<file path="src/design/mmat_pkg.sv">
package mmat_pkg;

  localparam int NUM_CH        = 8;
  localparam int CH_W          = 3;
  localparam int SAMPLE_W      = 16;
  localparam int AVG_DEPTH_DEF = 16;

  localparam logic [CH_W-1:0] CH_LAST = CH_W'(NUM_CH - 1);

  typedef enum logic {
    ACT_PUSH = 1'b0,
    ACT_TARE = 1'b1
  } action_t;

  typedef logic signed [SAMPLE_W-1:0] sample_t;

  typedef struct packed {
    action_t                            action;
    logic [NUM_CH-1:0][SAMPLE_W-1:0]    samples;
  } item_t;

endpackage

</file>
<file path="src/design/multichannel_moving_average_tare_core.sv">
// channel  | handshake              | payload
// ---------+------------------------+-----------------------------------------------
// input    | in_valid / in_ready    | in_action, in_sample_ch0 .. in_sample_ch7
// result   | out_valid / out_ready  | out_channel, out_average, out_tare, out_last
//
// every transaction gives eight results, channel 0 to 7, one per cycle unless the result
// side stalls, from the per-channel pass through the ring memory and sum update.
// out_valid follows acceptance through ring read, sum, multiply and output registers.
// reset is synchronous; ring rows carry valid flags, no clearing pass.
// a two-entry queue keeps taking transactions while the result side is stalled, until full.
module multichannel_moving_average_tare_core #(
  parameter int AVG_DEPTH = mmat_pkg::AVG_DEPTH_DEF
) (
  input  logic                                 clk,
  input  logic                                 rst_n,
  input  logic                                 in_valid,
  output logic                                 in_ready,
  input  logic                                 in_action,
  input  logic signed [mmat_pkg::SAMPLE_W-1:0] in_sample_ch0,
  input  logic signed [mmat_pkg::SAMPLE_W-1:0] in_sample_ch1,
  input  logic signed [mmat_pkg::SAMPLE_W-1:0] in_sample_ch2,
  input  logic signed [mmat_pkg::SAMPLE_W-1:0] in_sample_ch3,
  input  logic signed [mmat_pkg::SAMPLE_W-1:0] in_sample_ch4,
  input  logic signed [mmat_pkg::SAMPLE_W-1:0] in_sample_ch5,
  input  logic signed [mmat_pkg::SAMPLE_W-1:0] in_sample_ch6,
  input  logic signed [mmat_pkg::SAMPLE_W-1:0] in_sample_ch7,
  output logic                                 out_valid,
  input  logic                                 out_ready,
  output logic [mmat_pkg::CH_W-1:0]            out_channel,
  output logic signed [mmat_pkg::SAMPLE_W-1:0] out_average,
  output logic signed [mmat_pkg::SAMPLE_W-1:0] out_tare,
  output logic                                 out_last
);
  import mmat_pkg::*;

  item_t in_item;
  item_t q_item;
  logic  q_valid;
  logic  q_pop;

  always_comb begin
    in_item.action     = action_t'(in_action);
    in_item.samples[0] = in_sample_ch0;
    in_item.samples[1] = in_sample_ch1;
    in_item.samples[2] = in_sample_ch2;
    in_item.samples[3] = in_sample_ch3;
    in_item.samples[4] = in_sample_ch4;
    in_item.samples[5] = in_sample_ch5;
    in_item.samples[6] = in_sample_ch6;
    in_item.samples[7] = in_sample_ch7;
  end

  mmat_front u_front (
    .clk      (clk),
    .rst_n    (rst_n),
    .in_valid (in_valid),
    .in_ready (in_ready),
    .in_item  (in_item),
    .q_valid  (q_valid),
    .q_item   (q_item),
    .q_pop    (q_pop)
  );

  mmat_back #(
    .AVG_DEPTH (AVG_DEPTH)
  ) u_back (
    .clk         (clk),
    .rst_n       (rst_n),
    .q_valid     (q_valid),
    .q_item      (q_item),
    .q_pop       (q_pop),
    .out_valid   (out_valid),
    .out_ready   (out_ready),
    .out_channel (out_channel),
    .out_average (out_average),
    .out_tare    (out_tare),
    .out_last    (out_last)
  );

endmodule

</file>
<file path="src/design/mmat_ram.sv">
module mmat_ram #(
  parameter int WIDTH = 16,
  parameter int DEPTH = 128
) (
  input  logic                     clk,
  input  logic                     we,
  input  logic [$clog2(DEPTH)-1:0] waddr,
  input  logic [WIDTH-1:0]         wdata,
  input  logic                     re,
  input  logic [$clog2(DEPTH)-1:0] raddr,
  output logic [WIDTH-1:0]         rdata
);

  logic [WIDTH-1:0] mem [DEPTH];
  logic [WIDTH-1:0] rdata_r;

  always_ff @(posedge clk) begin
    if (we) begin
      mem[waddr] <= wdata;
    end
    if (re) begin
      rdata_r <= mem[raddr];
    end
  end

  assign rdata = rdata_r;

endmodule

</file>
<file path="src/design/mmat_front.sv">
module mmat_front (
  input  logic            clk,
  input  logic            rst_n,
  input  logic            in_valid,
  output logic            in_ready,
  input  mmat_pkg::item_t in_item,
  output logic            q_valid,
  output mmat_pkg::item_t q_item,
  input  logic            q_pop
);
  import mmat_pkg::*;

  localparam int QDEPTH = 2;
  localparam int QAW    = $clog2(QDEPTH);
  localparam int QCW    = $clog2(QDEPTH + 1);

  item_t            entry_r [QDEPTH];
  logic [QAW-1:0]   wptr_r, wptr_nxt;
  logic [QAW-1:0]   rptr_r, rptr_nxt;
  logic [QCW-1:0]   cnt_r, cnt_nxt;
  logic             push;
  logic             pop;
  item_t            cls_item;

  assign in_ready = (cnt_r != QCW'(QDEPTH));
  assign q_valid  = (cnt_r != '0);
  assign q_item   = entry_r[rptr_r];
  assign push     = in_valid && in_ready;
  assign pop      = q_pop && q_valid;

  // anything that is not a tare capture is a push
  always_comb begin
    cls_item         = in_item;
    cls_item.action  = (in_item.action == ACT_TARE) ? ACT_TARE : ACT_PUSH;
  end

  always_comb begin
    wptr_nxt = wptr_r;
    rptr_nxt = rptr_r;
    cnt_nxt  = cnt_r;
    if (push) begin
      wptr_nxt = (wptr_r == QAW'(QDEPTH - 1)) ? '0 : wptr_r + 1'b1;
    end
    if (pop) begin
      rptr_nxt = (rptr_r == QAW'(QDEPTH - 1)) ? '0 : rptr_r + 1'b1;
    end
    case ({push, pop})
      2'b10:   cnt_nxt = cnt_r + 1'b1;
      2'b01:   cnt_nxt = cnt_r - 1'b1;
      default: cnt_nxt = cnt_r;
    endcase
  end

  always_ff @(posedge clk) begin
    if (!rst_n) begin
      wptr_r <= '0;
      rptr_r <= '0;
      cnt_r  <= '0;
    end else begin
      wptr_r <= wptr_nxt;
      rptr_r <= rptr_nxt;
      cnt_r  <= cnt_nxt;
    end
  end

  always_ff @(posedge clk) begin
    if (push) begin
      entry_r[wptr_r] <= cls_item;
    end
  end

endmodule

</file>
<file path="src/design/mmat_back.sv">
module mmat_back #(
  parameter int AVG_DEPTH = mmat_pkg::AVG_DEPTH_DEF
) (
  input  logic                          clk,
  input  logic                          rst_n,
  input  logic                          q_valid,
  input  mmat_pkg::item_t               q_item,
  output logic                          q_pop,
  output logic                          out_valid,
  input  logic                          out_ready,
  output logic [mmat_pkg::CH_W-1:0]     out_channel,
  output logic [mmat_pkg::SAMPLE_W-1:0] out_average,
  output logic [mmat_pkg::SAMPLE_W-1:0] out_tare,
  output logic                          out_last
);
  import mmat_pkg::*;

  localparam int LOG_D   = $clog2(AVG_DEPTH);
  localparam int SLOT_W  = (AVG_DEPTH > 1) ? LOG_D : 1;
  localparam int SUM_W   = SAMPLE_W + LOG_D;
  localparam int MUL_W   = SUM_W + 1;
  localparam int PROD_W  = SUM_W + MUL_W;
  localparam int SHIFT   = SUM_W + LOG_D;
  localparam int QUOT_W  = PROD_W - SHIFT;
  localparam int RAM_DEPTH = AVG_DEPTH * NUM_CH;
  localparam int RAM_AW  = $clog2(RAM_DEPTH);
  localparam logic [63:0] MAGIC64 =
    ((64'd1 << SHIFT) + 64'(AVG_DEPTH) - 64'd1) / 64'(AVG_DEPTH);
  localparam logic [MUL_W-1:0]  MAGIC_C  = MAGIC64[MUL_W-1:0];
  localparam logic [QUOT_W-1:0] QPOS_MAX = QUOT_W'((1 << (SAMPLE_W - 1)) - 1);
  localparam logic [QUOT_W-1:0] QNEG_MAX = QUOT_W'(1 << (SAMPLE_W - 1));

  logic                      adv;

  // stage a: channel stepper over the queue head
  logic [CH_W-1:0]           a_ch_r, a_ch_nxt;
  logic [SLOT_W-1:0]         slot_r, slot_nxt;
  logic [SLOT_W+CH_W-1:0]    rd_full;

  // stage b: ring read data back, running sum update
  logic                      b_vld_r;
  logic [CH_W-1:0]           b_ch_r;
  logic                      b_push_r;
  logic [SLOT_W-1:0]         b_slot_r;
  sample_t                   b_sample_r;
  logic [SLOT_W+CH_W-1:0]    wr_full;
  logic [SAMPLE_W-1:0]       ram_rdata;
  sample_t                   b_old;
  logic signed [SUM_W-1:0]   b_cur;
  logic signed [SUM_W-1:0]   b_new;
  logic                      ring_we;
  logic signed [SUM_W-1:0]   sum_r [NUM_CH];
  logic [AVG_DEPTH-1:0]      row_vld_r;

  // stage c: magnitude
  logic                      c_vld_r;
  logic [CH_W-1:0]           c_ch_r;
  logic                      c_push_r;
  logic signed [SUM_W-1:0]   c_sum_r;
  logic [SUM_W-1:0]          c_mag;

  // stage d: reciprocal product, sign restore
  logic                      d_vld_r;
  logic [CH_W-1:0]           d_ch_r;
  logic                      d_push_r;
  logic                      d_neg_r;
  logic [PROD_W-1:0]         d_prod_r, d_prod_nxt;
  logic [QUOT_W-1:0]         d_quot;
  logic [SAMPLE_W-1:0]       d_avg;
  logic [SAMPLE_W-1:0]       tare_r [NUM_CH];

  logic                      out_valid_r;
  logic [CH_W-1:0]           out_channel_r;
  logic [SAMPLE_W-1:0]       out_average_r;
  logic [SAMPLE_W-1:0]       out_tare_r;
  logic                      out_last_r;

  assign adv   = !out_valid_r || out_ready;
  assign q_pop = q_valid && adv && (a_ch_r == CH_LAST);

  always_comb begin
    a_ch_nxt = a_ch_r;
    slot_nxt = slot_r;
    if (q_valid && adv) begin
      a_ch_nxt = (a_ch_r == CH_LAST) ? '0 : a_ch_r + 1'b1;
      if (a_ch_r == CH_LAST && q_item.action == ACT_PUSH) begin
        slot_nxt = (slot_r == SLOT_W'(AVG_DEPTH - 1)) ? '0 : slot_r + 1'b1;
      end
    end
  end

  assign rd_full = {slot_r, a_ch_r};
  assign wr_full = {b_slot_r, b_ch_r};
  assign ring_we = adv && b_vld_r && b_push_r;

  mmat_ram #(
    .WIDTH (SAMPLE_W),
    .DEPTH (RAM_DEPTH)
  ) u_ring (
    .clk   (clk),
    .we    (ring_we),
    .waddr (wr_full[RAM_AW-1:0]),
    .wdata (b_sample_r),
    .re    (q_valid && adv),
    .raddr (rd_full[RAM_AW-1:0]),
    .rdata (ram_rdata)
  );

  // rows never written since reset read as zero
  always_comb begin
    b_old = row_vld_r[b_slot_r] ? sample_t'(ram_rdata) : '0;
    b_cur = sum_r[b_ch_r];
    b_new = b_cur - SUM_W'(b_old) + SUM_W'(b_sample_r);
  end

  assign c_mag      = c_sum_r[SUM_W-1] ? (~c_sum_r + 1'b1) : c_sum_r;
  assign d_prod_nxt = PROD_W'(c_mag) * PROD_W'(MAGIC_C);
  assign d_quot     = d_prod_r[PROD_W-1:SHIFT];
  assign d_avg      = d_neg_r ? (~d_quot[SAMPLE_W-1:0] + 1'b1) : d_quot[SAMPLE_W-1:0];

  always_ff @(posedge clk) begin
    if (!rst_n) begin
      a_ch_r      <= '0;
      slot_r      <= '0;
      b_vld_r     <= 1'b0;
      c_vld_r     <= 1'b0;
      d_vld_r     <= 1'b0;
      out_valid_r <= 1'b0;
      row_vld_r   <= '0;
      for (int i = 0; i < NUM_CH; i++) begin
        sum_r[i]  <= '0;
        tare_r[i] <= '0;
      end
    end else begin
      a_ch_r <= a_ch_nxt;
      slot_r <= slot_nxt;
      if (adv) begin
        b_vld_r     <= q_valid;
        c_vld_r     <= b_vld_r;
        d_vld_r     <= c_vld_r;
        out_valid_r <= d_vld_r;
        if (ring_we) begin
          sum_r[b_ch_r] <= b_new;
          if (b_ch_r == CH_LAST) begin
            row_vld_r[b_slot_r] <= 1'b1;
          end
        end
        if (d_vld_r && !d_push_r) begin
          tare_r[d_ch_r] <= d_avg;
        end
      end
    end
  end

  always_ff @(posedge clk) begin
    if (adv) begin
      b_ch_r        <= a_ch_r;
      b_push_r      <= (q_item.action == ACT_PUSH);
      b_slot_r      <= slot_r;
      b_sample_r    <= sample_t'(q_item.samples[a_ch_r]);
      c_ch_r        <= b_ch_r;
      c_push_r      <= b_push_r;
      c_sum_r       <= b_push_r ? b_new : b_cur;
      d_ch_r        <= c_ch_r;
      d_push_r      <= c_push_r;
      d_neg_r       <= c_sum_r[SUM_W-1];
      d_prod_r      <= d_prod_nxt;
      out_channel_r <= d_ch_r;
      out_average_r <= d_avg;
      out_tare_r    <= d_push_r ? tare_r[d_ch_r] : d_avg;
      out_last_r    <= (d_ch_r == CH_LAST);
    end
  end

  assign out_valid   = out_valid_r;
  assign out_channel = out_channel_r;
  assign out_average = out_average_r;
  assign out_tare    = out_tare_r;
  assign out_last    = out_last_r;

`ifndef SYNTH
  // results of one transaction leave in channel order with no gap
  a_ch_order: assert property (@(posedge clk) disable iff (!rst_n)
    (out_valid_r && out_ready && !out_last_r) |=>
      (out_valid_r && out_channel_r == $past(out_channel_r) + 3'd1))
    else $error("result channels out of order");

  // a ring row once written never reads as cleared again
  a_row_keep: assert property (@(posedge clk) disable iff (!rst_n)
    $past(rst_n) |-> ((row_vld_r & $past(row_vld_r)) == $past(row_vld_r)))
    else $error("ring row valid flag dropped");

  // reciprocal quotient must stay inside the sample range
  a_quot_range: assert property (@(posedge clk) disable iff (!rst_n)
    d_vld_r |-> ((d_neg_r && d_quot <= QNEG_MAX) || (!d_neg_r && d_quot <= QPOS_MAX)))
    else $error("average quotient out of range");
`endif

endmodule

</file>
<file path="config.mk">
export PLATFORM = sky130hd
export DESIGN_NAME = multichannel_moving_average_tare_core
export DESIGN_NICKNAME = d
export VERILOG_FILES = /design/src/design/mmat_pkg.sv /design/src/design/multichannel_moving_average_tare_core.sv /design/src/design/mmat_ram.sv /design/src/design/mmat_front.sv /design/src/design/mmat_back.sv
export SDC_FILE = /design/constraint.sdc
export NUM_CORES = 2
export LEC_CHECK = 0
export CORE_ASPECT_RATIO = 0.6
export CORE_MARGIN = 5
export CORE_UTILIZATION = 30
export DETAILED_ROUTE_END_ITERATION = 7
export DONT_BUFFER_PORTS = 1
export GPL_TIMING_DRIVEN = 1
export SYNTH_ARGS = -nofsm -noshare
export SYNTH_HDL_FRONTEND = slang
export SYNTH_SLANG_ARGS = --single-unit
</file>
<file path="constraint.sdc">
create_clock -name clk -period 8.9 [get_ports clk]
set_input_delay 0.89 -clock clk [delete_from_list [all_inputs] [get_ports clk]]
set_output_delay 0.89 -clock clk [all_outputs]
set_load 0.05 [all_outputs]
</file>
==> impl_results.html <==
<table>
<tr><th>Metric</th><th>Value</th></tr>
<tr><th colspan="2">Synthesis</th></tr>
<tr><td>Synth Instances</td><td>5038</td></tr>
<tr><td>Async set or reset register ratio after synthesis</td><td>0</td></tr>
<tr><td>Flip-flop and latch count after synthesis</td><td>2753</td></tr>
<tr><td>Sequential-to-total area share from yosys stat</td><td>0.765</td></tr>
<tr><td>Synthesis Warnings</td><td>0</td></tr>
<tr><td>Per-instance average area after synthesis</td><td>21.4 um^2</td></tr>
<tr><td>Most used flip-flop cell after synthesis</td><td>sky130_fd_sc_hd__edfxtp_1</td></tr>
<tr><td>Number of enable-type register cells in the synthesized netlist</td><td>2715</td></tr>
<tr><td>Count of unique library cells instantiated by Yosys</td><td>52</td></tr>
<tr><td>Syn Std Cell Area</td><td>0.108 mm^2</td></tr>
<tr><td>Synth Net Count</td><td>5215</td></tr>
<tr><th colspan="2">Final layout</th></tr>
<tr><td>Leading cell type in the layout, fill and taps excluded</td><td>sky130_fd_sc_hd__edfxtp_1</td></tr>
<tr><td>Ratio of cells with drive above 1 in the final layout</td><td>0.245</td></tr>
<tr><td>Post-layout net count</td><td>5459</td></tr>
<tr><td>Leading cell types in the layout, fill and taps excluded</td><td>2715 x sky130_fd_sc_hd__edfxtp_1, 716 x sky130_fd_sc_hd__mux4_2, 421 x sky130_fd_sc_hd__nor2_1, 236 x sky130_fd_sc_hd__clkbuf_16, 232 x sky130_fd_sc_hd__mux2i_1</td></tr>
<tr><td>Relative area change from synthesis to final layout</td><td>13.6%</td></tr>
<tr><td>Post-Route Utilization</td><td>0.342</td></tr>
<tr><th colspan="2">Critical path</th></tr>
<tr><td>Critical path capture point type</td><td>flop</td></tr>
<tr><td>Required time worst endpoint</td><td>9.48 ns</td></tr>
<tr><td>Maximum fanout count along the critical path</td><td>39</td></tr>
<tr><td>Worst setup path category</td><td>reg -&gt; reg</td></tr>
<tr><td>Data arrival time of the critical path</td><td>5.86 ns</td></tr>
<tr><td>Startpoint type of the worst setup path</td><td>flop</td></tr>
<tr><td>Cell count of the worst reg-to-reg path</td><td>13</td></tr>
<tr><th colspan="2">Flow run</th></tr>
<tr><td>Count of maximum capacitance violations</td><td>0</td></tr>
<tr><th colspan="2">Clocking</th></tr>
<tr><td>Clock transition at path regs</td><td>0.07 ns</td></tr>
<tr><td>Master cell of the clock root buffer</td><td>sky130_fd_sc_hd__clkbuf_16</td></tr>
<tr><td>Clk Latency, worst-skew pair</td><td>0.92 ns</td></tr>
<tr><td>Maximum clock insertion buffer count</td><td>4</td></tr>
<tr><td>Clock Sinks</td><td>2753</td></tr>
<tr><td>TritonCTS clock tree</td><td>built</td></tr>
<tr><td>Number of post-CTS setup repair buffers</td><td>0</td></tr>
<tr><td>CTS Buf Count</td><td>233</td></tr>
<tr><td>Cells resized by post-CTS repair</td><td>0</td></tr>
<tr><td># H-tree levels</td><td>4</td></tr>
<tr><th colspan="2">Power and ir drop</th></tr>
<tr><td>Switching part of the total</td><td>0.262</td></tr>
<tr><td>Int Power</td><td>21.8 mW</td></tr>
<tr><td>Register share of total power</td><td>0.534</td></tr>
<tr><td>Fraction of power consumed by the clock network</td><td>0.341</td></tr>
<tr><td>Cell Pwr Density</td><td>241 mW/mm^2</td></tr>
<tr><td>Net Sw Power</td><td>7.72 mW</td></tr>
<tr><td>Largest voltage drop on the vdd net</td><td>0.180 mV</td></tr>
<tr><td>Sum of internal, switching and leakage power</td><td>29.5 mW</td></tr>
<tr><td>Combinational share of power</td><td>0.126</td></tr>
<tr><td>Leakage power total</td><td>37.1 nW</td></tr>
<tr><th colspan="2">Timing</th></tr>
<tr><td>Max Clk Rate</td><td>0.189 GHz</td></tr>
<tr><td>Clock Skews</td><td>0.0969 ns</td></tr>
<tr><td>Final setup vio count</td><td>0</td></tr>
<tr><td>Worst slew slack as a fraction of its limit</td><td>0.160</td></tr>
<tr><td>Actual slew at the worst max-slew pin</td><td>1.26 ns</td></tr>
<tr><td>Worst hold slack</td><td>0.0673 ns</td></tr>
<tr><td>RSZ-0062 raised after global routing</td><td>false</td></tr>
<tr><td>Final hold violations</td><td>0</td></tr>
<tr><td>Time the worst path needs with I/O delays and setup</td><td>5.28 ns</td></tr>
<tr><td>Final worst-path cycle share</td><td>0.594</td></tr>
<tr><td>Post-Route Setup TNS</td><td>0 ns</td></tr>
<tr><td>Final-report max-slew violation count</td><td>0</td></tr>
<tr><th colspan="2">Route</th></tr>
<tr><td>Total number of vias</td><td>52494</td></tr>
<tr><td>Via/cell ratio</td><td>5.14</td></tr>
<tr><td>Detailed Route Iter0 Violations</td><td>7451</td></tr>
<tr><td>Number of iterations in the first detailed-routing pass</td><td>6</td></tr>
<tr><td>DRC violation count after routing</td><td>0</td></tr>
<tr><td>Mean routed wirelength per cell</td><td>27.0 um</td></tr>
<tr><td>Routed Wire Length</td><td>275000 um</td></tr>
<tr><td>DRT antenna net count</td><td>0</td></tr>
<tr><th colspan="2">Place</th></tr>
<tr><td>Dpl hpwl</td><td>167000 um</td></tr>
<tr><td>Count of buffers from port buffering</td><td>0</td></tr>
<tr><td>Routability-driven placement congestion ratio</td><td>0.856</td></tr>
<tr><th colspan="2">GRT</th></tr>
<tr><td>Total congestion overflow</td><td>0</td></tr>
<tr><td>Total routing resource utilization after global routing</td><td>0.145</td></tr>
<tr><td>Maximum number of pins on one net before global-route repair</td><td>131</td></tr>
<tr><td>First-pass GRT wire length</td><td>393000 um</td></tr>
<tr><td>Number of global-route vias before repair</td><td>52233</td></tr>
<tr><td>Initial antenna violation count</td><td>15</td></tr>
<tr><th colspan="2">Outcome</th></tr>
<tr><td>Result of the run</td><td>complete, no violations</td></tr>
<tr><th colspan="2">Floorplan</th></tr>
<tr><td>Die ar.</td><td>0.371 mm^2</td></tr>
<tr><td>Top-Level Pins</td><td>171</td></tr>
<tr><td>Height of the die</td><td>474 um</td></tr>
<tr><td>Core area</td><td>0.357 mm^2</td></tr>
<tr><td>Die width</td><td>783 um</td></tr>
<tr><td>Starting density of the core</td><td>0.301</td></tr>
<tr><td>Placement row count</td><td>170</td></tr>
<tr><th colspan="2">Hold path</th></tr>
<tr><td>Class of the most critical hold timing path</td><td>in -&gt; reg</td></tr>
<tr><td>Min-Delay Path Depth</td><td>0</td></tr>
</table>
area by class of cell:
cell class,instances,area [um^2]
fill,33005,235000
sequential,2753,82300
multi-input combinational,1943,24100
clock buffer,286,6170
tap,4730,5920
timing repair buffer,280,2340
clock inverter,133,1110
inverter,71,272
antenna,7,17.5
metal layers:
metal / wire [um] / track usage / vias up
li1: - / - / 21231
met1: 125000 / 0.226 / 28401
met2: 115000 / 0.200 / 2545
met3: 31000 / 0.0427 / 315
met4: 4310 / 0.0254 / 2
met5: 13 / 0 / -
sequential cells by signal (all words and copies together), names as in the netlist, 16 cells and up, named ones only:
name,flops
u_back.b_sample_r,16
u_back.c_sum_r,20
u_back.d_prod_r,16
u_back.out_average,16
u_back.out_tare,16
u_back.row_vld_r,16
u_back.sum_r,160
u_back.tare_r,128
u_back.u_ring.mem,2048
u_back.u_ring.rdata,16
u_front.entry_r,258
cell families after synthesis:
family	share of synthesized area
flip-flops	0.765
XOR/XNOR	0.00415
AO/OA/AOI/OAI	0.0139
AND/OR/NAND/NOR	0.0262
multiplexers	0.172
adder cells (fa/ha/maj)	0.00644
buffers and inverters	0.0121
worst paths after layout:
check                                               start                                 to  slack (ns)
worst max-delay path                                 flop       u_back.c_sum_r[19]$_DFFE_PN_        3.62
worst min-delay path                     in_sample_ch6[4]  u_front.entry_r[1][100]$_DFFE_PP_        0.07
worst max register to register                       flop       u_back.c_sum_r[19]$_DFFE_PN_        3.62
worst min register to register  u_back.c_push_r$_DFFE_PN_          u_back.d_push_r$_DFFE_PN_        0.44
Yosys cell counts (23+ instances only):
cell                       count  area, um^2
sky130_fd_sc_hd__edfxtp_1   2715       81500
sky130_fd_sc_hd__mux4_2      716       16100
sky130_fd_sc_hd__nor2_1      436        1640
sky130_fd_sc_hd__mux2i_1     232        2320
sky130_fd_sc_hd__clkbuf_1    162         608
sky130_fd_sc_hd__nand2_1      97         364
sky130_fd_sc_hd__buf_1        96         360
sky130_fd_sc_hd__inv_1        68         255
sky130_fd_sc_hd__o22ai_1      65         407
sky130_fd_sc_hd__dfxtp_1      38         761
sky130_fd_sc_hd__xnor2_1      37         324
sky130_fd_sc_hd__o211ai_1     34         255
sky130_fd_sc_hd__o21ai_0      31         155
sky130_fd_sc_hd__ha_1         25         313
sky130_fd_sc_hd__a21oi_1      24         120
sky130_fd_sc_hd__o21a_1       23         173
worst max-delay path, cell delays in order, from the launching register on:
cell	delay (ns)
sky130_fd_sc_hd__dfxtp_2	0.31
sky130_fd_sc_hd__buf_4	0.61
sky130_fd_sc_hd__mux4_2	0.60
sky130_fd_sc_hd__mux2i_1	0.58
sky130_fd_sc_hd__fa_1	0.56
sky130_fd_sc_hd__inv_1	0.07
sky130_fd_sc_hd__ha_1	0.26
sky130_fd_sc_hd__nand3_1	0.09
sky130_fd_sc_hd__and2_1	0.17
sky130_fd_sc_hd__a211oi_1	0.07
sky130_fd_sc_hd__or3_1	0.48
sky130_fd_sc_hd__o32ai_1	0.54
sky130_fd_sc_hd__xnor2_1	0.42
sky130_fd_sc_hd__mux2i_1	0.16
per-stage QoR:
stage                     setup slack (ns)  std cells  instance area (um^2)
final                                 3.62      10203                122000
after global routing                  3.29      10200                122000
after CTS                             3.67      10196                122000
after detailed placement              3.70       9736                115000
after global placement                3.79       9736                115000
after floorplan                       1.87       5038                108000
power groups by stage:
| stage | clock network, mW | registers (mW) | logic (mW) |
|---|---|---|---|
| after floorplan | 0 | 16.2 | 2.10 |
| after global placement | 0 | 16.0 | 3.58 |
| after detailed placement | 0 | 16.0 | 3.67 |
| after CTS | 10.2 | 15.7 | 3.70 |
| after global routing | 10.8 | 15.8 | 4.00 |
| final | 10.0 | 15.7 | 3.70 |
timing repair:
| item | CTS | global route |
|---|---|---|
| hold buffers | 41 | 0 |
| endpoints found under the hold margin | 72 | 0 |
| endpoints found under the setup margin | 0 | 0 |
Note: power is estimated with default switching activity, not from simulation.
